===== config.mk =====
export PLATFORM = sky130hd
export DESIGN_NAME = log_spectrum_hps_peak_finder_core_flat
export DESIGN_NICKNAME = d
export VERILOG_FILES = /design/src/rtl/lshpf_pkg.sv /design/src/rtl/lshpf_intf.sv /design/src/rtl/log_spectrum_hps_peak_finder_core.sv /design/src/flat_wrapper.sv
export SDC_FILE = /design/constraint.sdc
export NUM_CORES = 2
export LEC_CHECK = 0
export BUFFER_PORTS_ARGS = -buffer_cell sky130_fd_sc_hd__buf_2
export CAP_MARGIN = 20
export CORE_AREA = 2 2 857 859
export CTS_CLUSTER_DIAMETER = 30
export DETAILED_ROUTE_END_ITERATION = 8
export DIE_AREA = 0 0 859 861
export PLACE_DENSITY = 0.37
export SYNTH_ARGS = -nofsm -noshare
export SYNTH_HDL_FRONTEND = slang
export SYNTH_SLANG_ARGS = --single-unit

===== constraint.sdc =====
create_clock -name clk -period 6.18 [get_ports clk]
set_input_delay 0 -clock clk [delete_from_list [all_inputs] [get_ports clk]]
set_output_delay 0 -clock clk [all_outputs]
set_load 0.02 [all_outputs]

===== src/rtl/lshpf_pkg.sv =====
`timescale 1ns / 1ps
// ----------------------------------------------------------------------------
// Harmonic peak finder package
// Field widths, register indexes, reset values and sequencer states.
// ----------------------------------------------------------------------------
package lshpf_pkg;

  localparam int PEAK_BIN_W = 8;
  localparam int OFFSET_W   = 7;
  localparam int SCORE_W    = 18;
  localparam int CFG_IDX_W  = 3;
  localparam int CFG_DATA_W = 9;
  localparam int LOW_W      = 8;
  localparam int HIGH_W     = 9;
  localparam int SHIFT_W    = 8;
  localparam int FRAC_BITS  = 5;
  localparam int QUOT_W     = 6;

  localparam logic [CFG_IDX_W-1:0] CFG_SEARCH_LOW   = 3'd0;
  localparam logic [CFG_IDX_W-1:0] CFG_SEARCH_HIGH  = 3'd1;
  localparam logic [CFG_IDX_W-1:0] CFG_SHIFT_SECOND = 3'd2;
  localparam logic [CFG_IDX_W-1:0] CFG_SHIFT_THIRD  = 3'd3;
  localparam logic [CFG_IDX_W-1:0] CFG_SHIFT_FOURTH = 3'd4;

  localparam logic [LOW_W-1:0]   RST_SEARCH_LOW   = 8'd2;
  localparam logic [HIGH_W-1:0]  RST_SEARCH_HIGH  = 9'd130;
  localparam logic [SHIFT_W-1:0] RST_SHIFT_SECOND = 8'd26;
  localparam logic [SHIFT_W-1:0] RST_SHIFT_THIRD  = 8'd41;
  localparam logic [SHIFT_W-1:0] RST_SHIFT_FOURTH = 8'd51;

  // first quotient bit tested, and the clamp value of the offset
  localparam logic [2:0]        QUOT_TOP     = 3'd5;
  localparam logic [QUOT_W-1:0] OFFSET_LIMIT = 6'd32;

  typedef enum logic [2:0] {
    ST_CLEAR,
    ST_IDLE,
    ST_SEARCH,
    ST_INTERP,
    ST_DIVIDE,
    ST_DONE
  } lshpf_state_t;

endpackage


===== src/rtl/lshpf_intf.sv =====
`timescale 1ns / 1ps
// ----------------------------------------------------------------------------
// Harmonic peak finder channel interfaces
// Bin input channel, peak result channel and register write channel.
// ----------------------------------------------------------------------------
interface lshpf_in_if #(
  parameter int BIN_BITS = 16
);
  logic                valid;
  logic                ready;
  logic [BIN_BITS-1:0] bin_value;
  logic                frame_end;

  modport source (output valid, output bin_value, output frame_end, input ready);
  modport sink   (input valid, input bin_value, input frame_end, output ready);
endinterface

interface lshpf_out_if;
  import lshpf_pkg::*;
  logic                       valid;
  logic                       ready;
  logic [PEAK_BIN_W-1:0]      peak_bin;
  logic signed [OFFSET_W-1:0] peak_offset;
  logic [SCORE_W-1:0]         peak_score;
  logic                       interp_valid;

  modport source (output valid, output peak_bin, output peak_offset, output peak_score,
                  output interp_valid, input ready);
  modport sink   (input valid, input peak_bin, input peak_offset, input peak_score,
                  input interp_valid, output ready);
endinterface

interface lshpf_cfg_if;
  import lshpf_pkg::*;
  logic                  valid;
  logic                  ready;
  logic [CFG_IDX_W-1:0]  index;
  logic [CFG_DATA_W-1:0] data;

  modport source (output valid, output index, output data, input ready);
  modport sink   (input valid, input index, input data, output ready);
endinterface


===== src/rtl/log_spectrum_hps_peak_finder_core.sv =====
`timescale 1ns / 1ps
// ----------------------------------------------------------------------------
// Harmonic sum peak finder over a log-spaced spectrum frame
// Stores one bin per beat; on the last bin searches for the highest sum of a
// bin and three harmonic bins, then refines the peak with a parabola fit.
// ----------------------------------------------------------------------------
//  channel  | dir | payload                                         | handshake
//  in_ch    | in  | bin_value, frame_end                            | valid/ready
//  out_ch   | out | peak_bin, peak_offset, peak_score, interp_valid | valid/ready
//  cfg_ch   | in  | index, data                                     | valid/ready
//
//  A bin without frame_end is written to the store and in_ch.ready stays
//  high. On the last bin the block searches the window bin by bin over the
//  single store read port, makes the three neighbour reads, runs the
//  bit-serial offset divide and then loads the result register. After
//  reset the store is cleared one entry a cycle with in_ch.ready low. A
//  stalled result holds the block in its last step only.
// ----------------------------------------------------------------------------
module log_spectrum_hps_peak_finder_core #(
  parameter int NUM_BINS = 256,
  parameter int BIN_BITS = 16
) (
  input logic         clk,
  input logic         rst_n,
  lshpf_in_if.sink    in_ch,
  lshpf_out_if.source out_ch,
  lshpf_cfg_if.sink   cfg_ch
);
  import lshpf_pkg::*;

  localparam int IDX_W = $clog2(NUM_BINS);
  localparam int AW    = ((IDX_W > HIGH_W) ? IDX_W : HIGH_W) + 1;
  localparam int SW    = BIN_BITS + 2;
  localparam int DEN_W = BIN_BITS + 3;
  localparam int NUM_W = BIN_BITS + 1;
  localparam int RW    = BIN_BITS + 7;

  lshpf_state_t state_r, state_nxt;

  logic [IDX_W-1:0]   clr_idx_r, clr_idx_nxt;
  logic [IDX_W-1:0]   load_idx_r, load_idx_nxt;
  logic [LOW_W-1:0]   search_low_r, search_low_nxt;
  logic [HIGH_W-1:0]  search_high_r, search_high_nxt;
  logic [SHIFT_W-1:0] shift_second_r, shift_second_nxt;
  logic [SHIFT_W-1:0] shift_third_r, shift_third_nxt;
  logic [SHIFT_W-1:0] shift_fourth_r, shift_fourth_nxt;

  logic [AW-1:0]      idx_r, idx_nxt;
  logic [AW-1:0]      end_r, end_nxt;
  logic [AW-1:0]      best_i_r, best_i_nxt;
  logic [SW-1:0]      best_s_r, best_s_nxt;
  logic [SW-1:0]      acc_r, acc_nxt;
  logic [2:0]         phase_r, phase_nxt;

  logic [BIN_BITS-1:0]    f0_r, f0_nxt;
  logic [BIN_BITS-1:0]    f1_r, f1_nxt;
  logic signed [DEN_W-1:0] den_r, den_nxt;
  logic signed [NUM_W-1:0] num_r, num_nxt;
  logic [RW-1:0]          rem_r, rem_nxt;
  logic [RW-1:0]          dsh_r, dsh_nxt;
  logic [QUOT_W-1:0]      q_r, q_nxt;
  logic [2:0]             step_r, step_nxt;
  logic                   neg_r, neg_nxt;
  logic signed [OFFSET_W-1:0] res_off_r, res_off_nxt;
  logic                   res_ival_r, res_ival_nxt;

  logic                       out_valid_r, out_valid_nxt;
  logic [PEAK_BIN_W-1:0]      out_bin_r, out_bin_nxt;
  logic signed [OFFSET_W-1:0] out_off_r, out_off_nxt;
  logic [SCORE_W-1:0]         out_score_r, out_score_nxt;
  logic                       out_ival_r, out_ival_nxt;

  logic [BIN_BITS-1:0] bin_store_r [NUM_BINS];
  logic [BIN_BITS-1:0] rd_data_r;
  logic                rd_zero_r;
  logic                mem_we;
  logic [IDX_W-1:0]    mem_waddr;
  logic [BIN_BITS-1:0] mem_wdata;

  logic [AW-1:0]       add_base;
  logic [AW-1:0]       add_opd;
  logic [AW-1:0]       addr_sum;
  logic                rd_oob;
  logic [BIN_BITS-1:0] rd_val;
  logic [SW-1:0]       acc_sum;
  logic [AW-1:0]       end_w;
  logic                in_acc;
  logic signed [DEN_W-1:0] den_w;
  logic signed [NUM_W-1:0] num_w;
  logic [NUM_W-1:0]    num_mag;
  logic [DEN_W-1:0]    den_mag;
  logic [RW:0]         div_diff;
  logic                div_hit;
  logic [QUOT_W-1:0]   q_w;

  assign in_ch.ready  = (state_r == ST_IDLE);
  assign cfg_ch.ready = 1'b1;
  assign in_acc       = in_ch.valid && in_ch.ready;

  assign out_ch.valid        = out_valid_r;
  assign out_ch.peak_bin     = out_bin_r;
  assign out_ch.peak_offset  = out_off_r;
  assign out_ch.peak_score   = out_score_r;
  assign out_ch.interp_valid = out_ival_r;

  // shared index adder: harmonic and neighbour addresses, bin increment
  always_comb begin
    add_base = idx_r;
    add_opd  = '0;
    unique case (state_r)
      ST_SEARCH: begin
        case (phase_r)
          3'd1:    add_opd = AW'(shift_second_r);
          3'd2:    add_opd = AW'(shift_third_r);
          3'd3:    add_opd = AW'(shift_fourth_r);
          3'd4:    add_opd = AW'(1);
          default: add_opd = '0;
        endcase
      end
      ST_INTERP: begin
        add_base = best_i_r;
        case (phase_r)
          3'd0:    add_opd = '1;
          3'd2:    add_opd = AW'(1);
          default: add_opd = '0;
        endcase
      end
      default: add_opd = '0;
    endcase
  end

  assign addr_sum = add_base + add_opd;
  assign rd_oob   = (addr_sum >= AW'(NUM_BINS));
  assign rd_val   = rd_zero_r ? '0 : rd_data_r;
  assign acc_sum  = SW'(rd_val) + ((phase_r == 3'd1) ? '0 : acc_r);
  assign end_w    = (AW'(search_high_r) > AW'(NUM_BINS)) ? AW'(NUM_BINS)
                                                          : AW'(search_high_r);

  assign den_w = $signed({2'b00, f1_r, 1'b0}) - $signed({3'b000, f0_r})
               - $signed({3'b000, rd_val});
  assign num_w = $signed({1'b0, rd_val}) - $signed({1'b0, f0_r});

  assign num_mag  = num_r[NUM_W-1] ? NUM_W'(-num_r) : NUM_W'(num_r);
  assign den_mag  = den_r[DEN_W-1] ? DEN_W'(-den_r) : DEN_W'(den_r);
  assign div_diff = {1'b0, rem_r} - {1'b0, dsh_r};
  assign div_hit  = !div_diff[RW];
  assign q_w      = {q_r[QUOT_W-2:0], div_hit};

  always_ff @(posedge clk) begin
    if (mem_we) begin
      bin_store_r[mem_waddr] <= mem_wdata;
    end
    rd_data_r <= bin_store_r[addr_sum[IDX_W-1:0]];
    rd_zero_r <= rd_oob;
  end

  always_ff @(posedge clk) begin
    if (!rst_n) begin
      state_r <= ST_CLEAR;
    end else begin
      state_r <= state_nxt;
    end
  end

  always_comb begin
    state_nxt        = state_r;
    clr_idx_nxt      = clr_idx_r;
    load_idx_nxt     = load_idx_r;
    search_low_nxt   = search_low_r;
    search_high_nxt  = search_high_r;
    shift_second_nxt = shift_second_r;
    shift_third_nxt  = shift_third_r;
    shift_fourth_nxt = shift_fourth_r;
    idx_nxt          = idx_r;
    end_nxt          = end_r;
    best_i_nxt       = best_i_r;
    best_s_nxt       = best_s_r;
    acc_nxt          = acc_r;
    phase_nxt        = phase_r;
    f0_nxt           = f0_r;
    f1_nxt           = f1_r;
    den_nxt          = den_r;
    num_nxt          = num_r;
    rem_nxt          = rem_r;
    dsh_nxt          = dsh_r;
    q_nxt            = q_r;
    step_nxt         = step_r;
    neg_nxt          = neg_r;
    res_off_nxt      = res_off_r;
    res_ival_nxt     = res_ival_r;
    out_valid_nxt    = out_valid_r && !out_ch.ready;
    out_bin_nxt      = out_bin_r;
    out_off_nxt      = out_off_r;
    out_score_nxt    = out_score_r;
    out_ival_nxt     = out_ival_r;
    mem_we           = 1'b0;
    mem_waddr        = load_idx_r;
    mem_wdata        = in_ch.bin_value;

    if (cfg_ch.valid) begin
      unique case (cfg_ch.index)
        CFG_SEARCH_LOW:   search_low_nxt   = cfg_ch.data[LOW_W-1:0];
        CFG_SEARCH_HIGH:  search_high_nxt  = cfg_ch.data[HIGH_W-1:0];
        CFG_SHIFT_SECOND: shift_second_nxt = cfg_ch.data[SHIFT_W-1:0];
        CFG_SHIFT_THIRD:  shift_third_nxt  = cfg_ch.data[SHIFT_W-1:0];
        CFG_SHIFT_FOURTH: shift_fourth_nxt = cfg_ch.data[SHIFT_W-1:0];
        default: ;
      endcase
    end

    unique case (state_r)
      ST_CLEAR: begin
        mem_we    = 1'b1;
        mem_waddr = clr_idx_r;
        mem_wdata = '0;
        if (clr_idx_r == IDX_W'(NUM_BINS - 1)) begin
          state_nxt = ST_IDLE;
        end else begin
          clr_idx_nxt = clr_idx_r + 1'b1;
        end
      end
      ST_IDLE: begin
        if (in_acc) begin
          mem_we = 1'b1;
          if (in_ch.frame_end) begin
            load_idx_nxt = '0;
            idx_nxt      = AW'(search_low_r);
            best_i_nxt   = AW'(search_low_r);
            best_s_nxt   = '0;
            end_nxt      = end_w;
            phase_nxt    = 3'd0;
            state_nxt    = (AW'(search_low_r) < end_w) ? ST_SEARCH : ST_INTERP;
          end else if (load_idx_r == IDX_W'(NUM_BINS - 1)) begin
            load_idx_nxt = '0;
          end else begin
            load_idx_nxt = load_idx_r + 1'b1;
          end
        end
      end
      ST_SEARCH: begin
        if (phase_r == 3'd4) begin
          phase_nxt = 3'd0;
          if (acc_sum > best_s_r) begin
            best_s_nxt = acc_sum;
            best_i_nxt = idx_r;
          end
          if (addr_sum == end_r) begin
            state_nxt = ST_INTERP;
          end else begin
            idx_nxt = addr_sum;
          end
        end else begin
          if (phase_r != 3'd0) begin
            acc_nxt = acc_sum;
          end
          phase_nxt = phase_r + 1'b1;
        end
      end
      ST_INTERP: begin
        phase_nxt = phase_r + 1'b1;
        case (phase_r)
          3'd1: f0_nxt = rd_val;
          3'd2: f1_nxt = rd_val;
          3'd3: begin
            den_nxt = den_w;
            num_nxt = num_w;
          end
          3'd4: begin
            phase_nxt = 3'd0;
            if (den_r == '0) begin
              res_off_nxt  = '0;
              res_ival_nxt = 1'b0;
              state_nxt    = ST_DONE;
            end else begin
              rem_nxt      = RW'({num_mag, {FRAC_BITS{1'b0}}});
              dsh_nxt      = RW'({den_mag, {FRAC_BITS{1'b0}}});
              neg_nxt      = num_r[NUM_W-1] ^ den_r[DEN_W-1];
              q_nxt        = '0;
              step_nxt     = QUOT_TOP;
              res_ival_nxt = 1'b1;
              state_nxt    = ST_DIVIDE;
            end
          end
          default: ;
        endcase
      end
      ST_DIVIDE: begin
        dsh_nxt = dsh_r >> 1;
        if (div_hit) begin
          rem_nxt = div_diff[RW-1:0];
        end
        if (step_r == QUOT_TOP && div_hit) begin
          res_off_nxt = neg_r ? -OFFSET_W'(OFFSET_LIMIT) : OFFSET_W'(OFFSET_LIMIT);
          state_nxt   = ST_DONE;
        end else begin
          q_nxt = q_w;
          if (step_r == 3'd0) begin
            res_off_nxt = neg_r ? -OFFSET_W'(q_w) : OFFSET_W'(q_w);
            state_nxt   = ST_DONE;
          end else begin
            step_nxt = step_r - 1'b1;
          end
        end
      end
      ST_DONE: begin
        if (!out_valid_r || out_ch.ready) begin
          out_valid_nxt = 1'b1;
          out_bin_nxt   = PEAK_BIN_W'(best_i_r);
          out_off_nxt   = res_off_r;
          out_score_nxt = SCORE_W'(best_s_r);
          out_ival_nxt  = res_ival_r;
          state_nxt     = ST_IDLE;
        end
      end
      default: state_nxt = ST_IDLE;
    endcase
  end

  always_ff @(posedge clk) begin
    if (!rst_n) begin
      clr_idx_r      <= '0;
      load_idx_r     <= '0;
      search_low_r   <= RST_SEARCH_LOW;
      search_high_r  <= RST_SEARCH_HIGH;
      shift_second_r <= RST_SHIFT_SECOND;
      shift_third_r  <= RST_SHIFT_THIRD;
      shift_fourth_r <= RST_SHIFT_FOURTH;
      phase_r        <= '0;
      step_r         <= '0;
      out_valid_r    <= 1'b0;
    end else begin
      clr_idx_r      <= clr_idx_nxt;
      load_idx_r     <= load_idx_nxt;
      search_low_r   <= search_low_nxt;
      search_high_r  <= search_high_nxt;
      shift_second_r <= shift_second_nxt;
      shift_third_r  <= shift_third_nxt;
      shift_fourth_r <= shift_fourth_nxt;
      phase_r        <= phase_nxt;
      step_r         <= step_nxt;
      out_valid_r    <= out_valid_nxt;
    end
  end

  always_ff @(posedge clk) begin
    idx_r       <= idx_nxt;
    end_r       <= end_nxt;
    best_i_r    <= best_i_nxt;
    best_s_r    <= best_s_nxt;
    acc_r       <= acc_nxt;
    f0_r        <= f0_nxt;
    f1_r        <= f1_nxt;
    den_r       <= den_nxt;
    num_r       <= num_nxt;
    rem_r       <= rem_nxt;
    dsh_r       <= dsh_nxt;
    q_r         <= q_nxt;
    neg_r       <= neg_nxt;
    res_off_r   <= res_off_nxt;
    res_ival_r  <= res_ival_nxt;
    out_bin_r   <= out_bin_nxt;
    out_off_r   <= out_off_nxt;
    out_score_r <= out_score_nxt;
    out_ival_r  <= out_ival_nxt;
  end

endmodule


===== src/flat_wrapper.sv =====
// flat-port wrapper written by rule: the top's interface ports become plain ports
module log_spectrum_hps_peak_finder_core_flat import lshpf_pkg::*;
#(
  parameter int NUM_BINS = 256,
  parameter int BIN_BITS = 16
)
  (clk, rst_n, in_ch_valid, in_ch_bin_value, in_ch_frame_end, in_ch_ready, out_ch_valid, out_ch_peak_bin, out_ch_peak_offset, out_ch_peak_score, out_ch_interp_valid, out_ch_ready, cfg_ch_valid, cfg_ch_index, cfg_ch_data, cfg_ch_ready);
  lshpf_in_if #(.BIN_BITS(BIN_BITS)) in_ch_i ();
  lshpf_out_if out_ch_i ();
  lshpf_cfg_if cfg_ch_i ();
  input logic clk;
  input logic rst_n;
  input wire logic [$bits(in_ch_i.valid)-1:0] in_ch_valid;
  input wire logic [$bits(in_ch_i.bin_value)-1:0] in_ch_bin_value;
  input wire logic [$bits(in_ch_i.frame_end)-1:0] in_ch_frame_end;
  output wire logic [$bits(in_ch_i.ready)-1:0] in_ch_ready;
  output wire logic [$bits(out_ch_i.valid)-1:0] out_ch_valid;
  output wire logic [$bits(out_ch_i.peak_bin)-1:0] out_ch_peak_bin;
  output wire logic [$bits(out_ch_i.peak_offset)-1:0] out_ch_peak_offset;
  output wire logic [$bits(out_ch_i.peak_score)-1:0] out_ch_peak_score;
  output wire logic [$bits(out_ch_i.interp_valid)-1:0] out_ch_interp_valid;
  input wire logic [$bits(out_ch_i.ready)-1:0] out_ch_ready;
  input wire logic [$bits(cfg_ch_i.valid)-1:0] cfg_ch_valid;
  input wire logic [$bits(cfg_ch_i.index)-1:0] cfg_ch_index;
  input wire logic [$bits(cfg_ch_i.data)-1:0] cfg_ch_data;
  output wire logic [$bits(cfg_ch_i.ready)-1:0] cfg_ch_ready;
  assign in_ch_i.valid = in_ch_valid;
  assign in_ch_i.bin_value = in_ch_bin_value;
  assign in_ch_i.frame_end = in_ch_frame_end;
  assign in_ch_ready = in_ch_i.ready;
  assign out_ch_valid = out_ch_i.valid;
  assign out_ch_peak_bin = out_ch_i.peak_bin;
  assign out_ch_peak_offset = out_ch_i.peak_offset;
  assign out_ch_peak_score = out_ch_i.peak_score;
  assign out_ch_interp_valid = out_ch_i.interp_valid;
  assign out_ch_i.ready = out_ch_ready;
  assign cfg_ch_i.valid = cfg_ch_valid;
  assign cfg_ch_i.index = cfg_ch_index;
  assign cfg_ch_i.data = cfg_ch_data;
  assign cfg_ch_ready = cfg_ch_i.ready;
  log_spectrum_hps_peak_finder_core #(.NUM_BINS(NUM_BINS), .BIN_BITS(BIN_BITS)) u_core (.clk(clk), .rst_n(rst_n), .in_ch(in_ch_i), .out_ch(out_ch_i), .cfg_ch(cfg_ch_i));
endmodule

==> out/results.txt <==
Status - complete, no violations
Remaining global-route overflow - 0
Detail Placement HPWL - 329700 um
Place WS - -409.5 ps
Hold Violations, Final - 0
CTS Sinks - 4406
Clk slew on worst S/H paths - 50 ps
Power per cell area - 436.7 nW/um2
Post-Syn Area - 174900 um2
Tcrit/Tclk final - 0.9778
Compound-Gate Fraction of Synth Area - 0.01894
Post-Synth XOR/XNOR Area - 0.006454
Startpoint types - flip-flop
Slew HR - 0.2097
Largest net degree at the start of global routing - 174
Syn-to-layout area delta - 32.24%
Die area - 739600 um2
Post-synth ARST share - 0
Proportion of power drawn by the clock network - 0.586
CP Cell Sequence - ha_1 > ha_1 > buf_4 > a221o_1 > a21oi_1 > o221ai_1 > ha_4 > fa_4 > buf_12 > buf_12 > buf_12 > buf_6 > mux4_2 > mux4_2 > mux2i_1 > a21oi_1 > mux2i_4 > mux2i_1
Clk_lat worst skew - 1210 ps
Critical path depth - 18
CTS tree - yes
Worst-Margin Slew - 1185 ps
Mux cell area share after synthesis - 0.1717
Endpoints failing setup - 0
Fmax - 165.5 MHz
First-pass GRT wire length - 764600 um
Critical-path top delay cell - fa_4
Average size of a mapped cell - 21.44 um2
First-pass detailed-route iteration total - 5
Post-Synthesis Cells - 8154
Crit end category - flip-flop
PnR worst setup slack - 137.1 ps
DRC - 0
Die height - 861 um
CTS buffer count - 1203
Crit path kind - flip-flop to flip-flop
Clock skew - 103.9 ps
Cells after DPL - 18.05k
Via count - 89.66k
Post-Synth Adder-Cell Area - 0.01020
Sw frac - 0.2251
Tmin final - 6043 ps
DRT iter0 DRCs - 7863
Cell-internal power - 78.24 mW
Setup TNS - 0 ps
GP Congestion - 0.7471
Crit path max fanout - 20
Seq cells post-synth - 4406
Initial Util - 0.2395
Slew Limit Fails - 0
Initial antenna violation count - 38
Switching Power - 22.73 mW
Min-delay worst type - primary input to flip-flop
Critical path's largest stage delay - 890 ps
Yosys warns - 0
Syn nets - 8327
Clock Tree Buf Depth - 5
# nets final - 9874
Layout cells sized above 1 - 0.3663
Die W - 859 um
Max VDD drop - 0.0003285 V
Post-synthesis simple-gate area fraction - 0.02706
Final wirelength - 548900 um
WP buf/inv - 5
H-Tree Depth - 7
Root Driver - clkbuf_16
Number of synthesized flops with an enable pin - 4322
I/O Pins - 71
Vias per Instance - 4.438
Leakage power - 77.45 nW
R2R cell count - 18
Post-route ant nets - 0
Core Region - 730000 um2
Worst Hold Depth - 4
Combinational share of power - 0.072
Critical Path AT - 7030 ps
Sequential Power Share - 0.341
Total track usage - 0.1471
Routed WL per cell - 27.17 um
Post-synth top flop - edfxtp_1
Netlist cell types - 73
Max cap viols - 0
Row count - 314
Worst EP required - 7170 ps
Crit path top cell by count - buf_12
Hold Worst Slack - 81.21 ps
Seq/Total Area, Yosys - 0.7519
RSZ-0062 raised after global routing - false
Vias in the first global route - 97.22k
PortBufs - 69
CP delay by family, top - multiplexers
Post-route insts no fill - 20.20k
Largest family of logic cells by synthesized area - multiplexers
## cell usage in the layout, fill, tap and decap left out, drive strengths merged, types with 7 or more instances in the layout
cell type / n
edfxtp: 4322
clkbuf: 1404
mux4: 1280
buf: 677
clkinv: 407
nor2: 365
nand2: 297
a21oi: 153
inv: 153
bufinv: 142
ha: 133
mux2i: 120
nor2b: 118
o21ai: 101
dfxtp: 84
dlygate4sd3: 83
a211oi: 81
xnor2: 80
clkinvlp: 76
xor2: 48
and2: 45
nand3: 44
nand2b: 41
a21boi: 37
nor3: 30
a21o: 26
o21a: 19
o31ai: 17
or3: 16
nand3b: 16
and3: 13
o21bai: 11
nand4: 10
a31oi: 9
diode: 8
o211ai: 8
nor4: 8
a222oi: 7
## synthesized netlist by cell type, drive strengths merged (41+ instances only)
master,number,share of area
buf,193,0.0063
xnor2,80,0.0041
inv,121,0.0026
nor2b,118,0.0042
ha,133,0.0095
nand2,297,0.0064
xor2,48,0.0024
dfxtp,84,0.0096
a211oi,81,0.0035
a21oi,153,0.0044
nand2b,41,0.0015
mux2i,120,0.0069
mux4,1280,0.16
nand3,44,0.0013
o21ai,101,0.0029
and2,45,0.0016
nor2,365,0.0078
edfxtp,4322,0.74
clkbuf,225,0.0048
## per-stage QoR
stage                     total power, mW  utilization  cell area, um2
after global placement              42.32       0.2625          191600
after floorplan                     38.72            -          174900
final                               101.0       0.3168          231200
after CTS                           102.4       0.3167          231200
after detailed placement            42.46       0.2626          191700
after global routing                104.2       0.3168          231200
## kinds of logic (layout without fill, tap and decap cells)
group           after synthesis  count (layout)
xor+xnor                    128             128
other cells                   1               9
compound gates              515             515
fa+ha+maj                   139             139
buf+inv                     539            2942
flops                      4406            4406
simple gates               1026            1026
mux                        1400            1400
## final cells by class
| type | instances | area, um2 |
|---|---|---|
| Timing Repair Buffer | 760 | 7017 |
| Antenna cell | 8 | 20.02 |
| Inverter | 121 | 454.2 |
| Sequential cell | 4406 | 131500 |
| Clock buffer | 1404 | 31420 |
| Multi-Input combinational cell | 3209 | 41600 |
| Clock inverter | 657 | 7197 |
| Fill cell | 69800 | 498700 |
| Tap cell | 9638 | 12060 |
## per-layer routing
metal	up-vias	wire [um]	global-route usage
li1	37560	-	-
met5	-	0	0
met3	848	27390	0.03291
met1	48560	239700	0.1925
met4	0	12180	0.04528
met2	2686	269600	0.2439
## tightest hold or removal path, cell delays in order
cell           delay [ps]
dlygate4sd3_1         540
buf_2                 130
buf_4                 320
o211a_1               220
## power groups by stage
stage | registers [mW] | clock network (mW) | logic, mW
2_1_floorplan | 35.1 | 0 | 3.62
3_3_place_gp | 34.9 | 0 | 7.38
3_5_place_dp | 35.0 | 0 | 7.50
4_1_cts | 34.5 | 60.4 | 7.56
5_1_grt | 34.5 | 62.0 | 7.79
6_report | 34.5 | 59.2 | 7.31
## repair_timing
item	CTS	global route
endpoints found under the setup margin	5	22
setup buffers	0	0
pin swaps	0	0
hold buffers	83	0
hold endpoints to repair	3947	0
gates resized for setup	8	7
cloned	0	0
## final timing paths
path,startpoint,endpoint,slack (ps)
max reg2reg,u_core.phase_r[0]$_SDFFE_PN0P_,u_core.rd_data_r[15]$_DFF_P_,140
min reg2reg,u_core.res_off_r[3]$_SDFFCE_PP0P_,u_core.out_ch.peak_offset[3]$_DFFE_PP_,410
min,rst_n,u_core.step_r[0]$_SDFFE_PN0P_,80
max,u_core.phase_r[0]$_SDFFE_PN0P_,u_core.rd_data_r[15]$_DFF_P_,140
## state kept, by name, summed over array words and instances (netlist names), 17 cells and up
register / flops
u_core.acc_r: 18
u_core.best_s_r: 18
u_core.bin_store_r: 4096
u_core.den_r: 18
u_core.dsh_r: 23
u_core.num_r: 17
u_core.out_ch.peak_score: 18
u_core.rem_r: 23
(Power assumes the default switching activity.)
